### src/hw/rtl/demand_paging_table_allocator_defines.svh
// assertion macros shared by the page table allocator modules
`ifndef DEMAND_PAGING_TABLE_ALLOCATOR_DEFINES_SVH
`define DEMAND_PAGING_TABLE_ALLOCATOR_DEFINES_SVH

// same-cycle implication, checked outside reset
`define DPTA_ASSERT_NOW(label, ante, cons, msg) \
   label: assert property (@(posedge clock) disable iff (reset) (ante) |-> (cons)) \
      else $error(msg);

// next-cycle implication, checked outside reset
`define DPTA_ASSERT_NEXT(label, ante, cons, msg) \
   label: assert property (@(posedge clock) disable iff (reset) (ante) |=> (cons)) \
      else $error(msg);

`endif

### src/hw/rtl/dpta_pkg.sv
// types and constants of the page table allocator
`timescale 1ns / 1ps

package dpta_pkg;

   localparam int PID_W    = 4;
   localparam int VPAGE_W  = 6;
   localparam int FRAME_W  = 8;
   localparam int REFS_W   = 8;
   localparam int CNT_W    = 9;
   localparam int PCOUNT_W = 5;
   localparam int CSR_DATA_W = 32;
   localparam int CSR_ADDR_W = 3;

   localparam logic [CNT_W-1:0]    CNT_MAX = 9'd511;
   localparam logic [PCOUNT_W-1:0] PCOUNT_RESET = 5'd1;

   // register index, taken from paddr above the byte offset
   localparam logic [CSR_ADDR_W-3:0] REG_PROCESS_COUNT = 1'b0;

   typedef struct packed {
      logic [PID_W-1:0]   process_index;
      logic [VPAGE_W-1:0] virtual_page;
   } req_item_type;

   typedef struct packed {
      logic               hit;
      logic               fault;
      logic [FRAME_W-1:0] physical_frame;
      logic [REFS_W-1:0]  page_ref_count;
      logic               out_of_memory;
      logic [CNT_W-1:0]   process_faults;
      logic [CNT_W-1:0]   process_references;
      logic [CNT_W-1:0]   frames_used;
   } rsp_item_type;

   typedef struct packed {
      logic               valid;
      logic [REFS_W-1:0]  refs;
      logic [FRAME_W-1:0] frame;
   } entry_type;

   typedef struct packed {
      logic clear_wr;
      logic lookup_rd;
      logic commit;
   } cmd_type;

   typedef struct packed {
      logic clear_last;
      logic out_free;
   } status_type;

   function automatic logic [CNT_W-1:0] sat_inc(input logic [CNT_W-1:0] c);
      return (c == CNT_MAX) ? c : c + 1'b1;
   endfunction

endpackage

### src/hw/rtl/dpta_ctrl.sv
// controller state machine: clearing pass, accept, lookup and commit
`timescale 1ns / 1ps
`include "demand_paging_table_allocator_defines.svh"

module dpta_ctrl (
   input  logic                clock,
   input  logic                reset,
   input  logic                req_valid,
   output logic                req_ready,
   output dpta_pkg::cmd_type    cmd,
   input  dpta_pkg::status_type status
);

   typedef enum logic [1:0] {
      ST_CLEAR,
      ST_IDLE,
      ST_LOOKUP
   } state_type;

   state_type state_ff, state_in;
   logic      req_ready_ff;

   always_comb begin
      state_in = state_ff;
      unique case (state_ff)
         ST_CLEAR: begin
            if (status.clear_last) state_in = ST_IDLE;
         end
         ST_IDLE: begin
            if (req_valid) state_in = ST_LOOKUP;
         end
         ST_LOOKUP: begin
            if (status.out_free) state_in = ST_IDLE;
         end
         default: begin
            state_in = ST_CLEAR;
         end
      endcase
   end

   always_ff @(posedge clock) begin
      if (reset) begin
         state_ff     <= ST_CLEAR;
         req_ready_ff <= 1'b0;
      end else begin
         state_ff     <= state_in;
         req_ready_ff <= (state_in == ST_IDLE);
      end
   end

   assign req_ready     = req_ready_ff;
   assign cmd.clear_wr  = (state_ff == ST_CLEAR);
   assign cmd.lookup_rd = req_valid & req_ready_ff;
   // commit only when the result register can take the item
   assign cmd.commit    = (state_ff == ST_LOOKUP) & status.out_free;

   `DPTA_ASSERT_NEXT(a_accept_then_lookup, cmd.lookup_rd, (state_ff == ST_LOOKUP) && !req_ready_ff, "accepted item did not move to lookup")

endmodule

### config.mk
export PLATFORM = sky130hd
export DESIGN_NAME = dpta_ctrl
export DESIGN_NICKNAME = d
export VERILOG_FILES = /design/src/hw/rtl/dpta_pkg.sv /design/src/hw/rtl/dpta_ctrl.sv
export VERILOG_INCLUDE_DIRS = /design/src /design/src/hw/rtl
export SDC_FILE = /design/constraint.sdc
export NUM_CORES = 1
export LEC_CHECK = 0
export BUFFER_PORTS_ARGS = -buffer_cell sky130_fd_sc_hd__clkbuf_2
export CAP_MARGIN = 5
export CORE_AREA = 2 2 39 41
export DETAILED_ROUTE_END_ITERATION = 6
export DIE_AREA = 0 0 41 43
export PLACE_DENSITY = 0.32
export SETUP_SLACK_MARGIN = 0.2
export SLEW_MARGIN = 20
export SYNTH_ARGS = -nofsm -noshare
export SYNTH_HDL_FRONTEND = slang
export SYNTH_SLANG_ARGS = --single-unit
### constraint.sdc
create_clock -name clock -period 1.65 [get_ports clock]
set_clock_uncertainty 0.15 [all_clocks]
set_input_delay 0.0825 -clock clock [delete_from_list [all_inputs] [get_ports clock]]
set_output_delay 0.0825 -clock clock [all_outputs]
set_load 0.1 [all_outputs]
==> results.yml <==
status:
  status: "finished, final reports clean"
logic_synthesis:
  syn_inst: 16
  synth_fp_nets: 21
  synth.area.top_cells: "dfxtp_1, nand2b_4, a21oi_1"
  yosysSeqAreaShare_pct: 44.0
  yosysTopAreaCellShare_pct: 44.0
  synth_top_cell_by_area: "dfxtp_1"
  synth_cell_type_count: 12
  synth_area_um2: 136
  ys_ff_latch: 3
  syn_area_per_cell_um2: 8.52
  yosys_warnings: 0
timing:
  min_period_over_period_pct: 83.6
  setup_violations: 0
  hold_ws_ps: 38.0
  hold_viol_final: 0
  slew_violations: 0
  tightestPinTransition_ps: 541
  fin_tns_setup_ps: 0
  fmax_mhz: 725
  fin_crit_ps: 1380
  rsz0062_at_grt: "false"
  relSlewSlack_pct: 64.1
grt:
  grt-ovfl-total: 0
  grt_max_degree: 6
  antenna_found_initial: 0
  grt_first_pass_wirelength_um: 586
  grt_use_total_pct: 5.42
  grt_pass1_vias: 171
floorplanning:
  design.die.area_um2: 1760
  fp.coreArea_um2: 1380
  dieWidth_um: 41
  die_h_um: 43
  rows: 14
  num_io_pins: 9
  initial_core_util_pct: 9.86
drt:
  top_layer_used: "met3"
  wl_met3_um: 11
  wl_met1_um: 83
  viasPerCell: 3.38
  met2_length_um: 233
  wl_per_cell_um: 7.29
  dr.pass1.iters: 2
  drt_iter0_drc: 1
  drc: 0
  num_vias: 152
  antenna_left: 0
  routed_wl_um: 328
cts:
  cts-resized-gates: 0
  h-tree-depth: 1
  cts_tree: "built"
  cts.sinks: 3
  clk_pin_slew_worst_paths_ps: 40
  clock_latency_ps: 230
  cts-root-buf: "clkbuf_4"
  cts_buffers: 3
  cts_max_path_buffers: 2
  postCtsHoldBufs: 1
  cts_setup_buffers: 0
setup_path:
  reg2reg_to: "state_ff[0]"
  r2r_slack_ps: 630
  critical_path_class: "reg -> out"
  r2r_start: "state_ff[0]"
  crit_path_end_kind: "output port"
  r2r_cells: 3
  cp.arrival_ps: 1150
  worstPathMaxFanout: 5
  critical_path_required_ps: 1420
  crit_end: "cmd[0]"
  startpoint: "state_ff[1]"
  start_kind: "flop"
placed_design:
  port_buffers: 8
  dp_cells: 40
  place.gp.congestion: 0.668
  hpwl_um: 287
finish:
  fin_util_pct: 17.8
  drive_above_1_share_pct: 51.7
  final_cells: 45
  final_cell_mix: "clkbuf_2, clkbuf_4, dfxtp_1"
  nets: 35
  antennaDiodeCount: 0
  syn_to_final_growth_pct: 80.7
  final_common_cell: "clkbuf_2"
pwr:
  ir_drop_uv: 261
  finalPower_w: 0.000308
  p_leak_nw: 0.111
  p_per_area_nw_per_um2: 1250
worst_hold_path:
  hp-class: "in -> reg"
flow_run:
  maxCapViolCount: 0
## synthesized netlist by cell type (all sizes together)
| master | instances |
|---|---|
| dfxtp | 3 |
| a21oi | 2 |
| nand2b | 2 |
| nor2 | 2 |
| a21o | 1 |
| and2 | 1 |
| inv | 1 |
| nand2 | 1 |
| nor2b | 1 |
| o21ai | 1 |
| o22ai | 1 |
## state kept, by name, indices dropped and copies added (netlist names)
| signal | flops |
|---|---|
| req_ready | 1 |
| state_ff | 2 |
## worst max-delay path, stage by stage, from the launching register on
cell	delay, ps
dfxtp_1	400
inv_1	120
nor2_4	110
buf_4	290
## worst min-delay path by stage
| stage | start | end | slack, ps | depth (start not counted) |
|---|---|---|---|---|
| floorplan | reset | state_ff[1] | 4 | 1 |
| global placement | reset | state_ff[1] | 120 | 2 |
| detailed placement | reset | state_ff[1] | 120 | 2 |
| CTS | status[1] | req_ready | 40 | 3 |
| global route | status[1] | state_ff[0] | 70 | 3 |
| finish | status[1] | req_ready | 40 | 3 |
## cells by family (layout without fill, tap and decap cells)
group,count (synthesis),in the layout,share of synthesized area [%]
and+or+nand+nor,7,7,32.1
DFF,3,3,44.0
buffers and inverters,1,14,2.75
AOI/OAI and AO/OA,5,5,21.1
## routing by layer
metal	up-vias	global-route usage, %
met4	0	8.00
met5	-	0
met1	73	3.53
met2	1	8.75
met3	0	1.57
li1	78	-
## final cells by class
cell class,instances,area [um2]
well taps,16,20.0
repair buffers,9,52.6
fillers,157,1140
clock buffers,4,26.3
flip-flops and latches,3,60.1
inverters,1,3.75
multi-input cells,12,83.8
## metrics by stage
step | area, um2 | setup WS [ps]
floorplan | 148 | -121
global placement | 210 | 540
detailed placement | 210 | 505
CTS | 246 | 255
global route | 246 | 227
finish | 246 | 270
## report_power, final
group | total, W | internal [W] | leakage [nW] | switching [W]
clock | 0.000125 | 0.0000904 | 0.0150 | 0.0000345
combinational | 0.0000972 | 0.0000228 | 0.0716 | 0.0000745
sequential | 0.0000857 | 0.0000795 | 0.0249 | 0.00000617
total | 0.000308 | 0.000193 | 0.111 | 0.000115
Note: power is estimated with default switching activity, not from simulation.
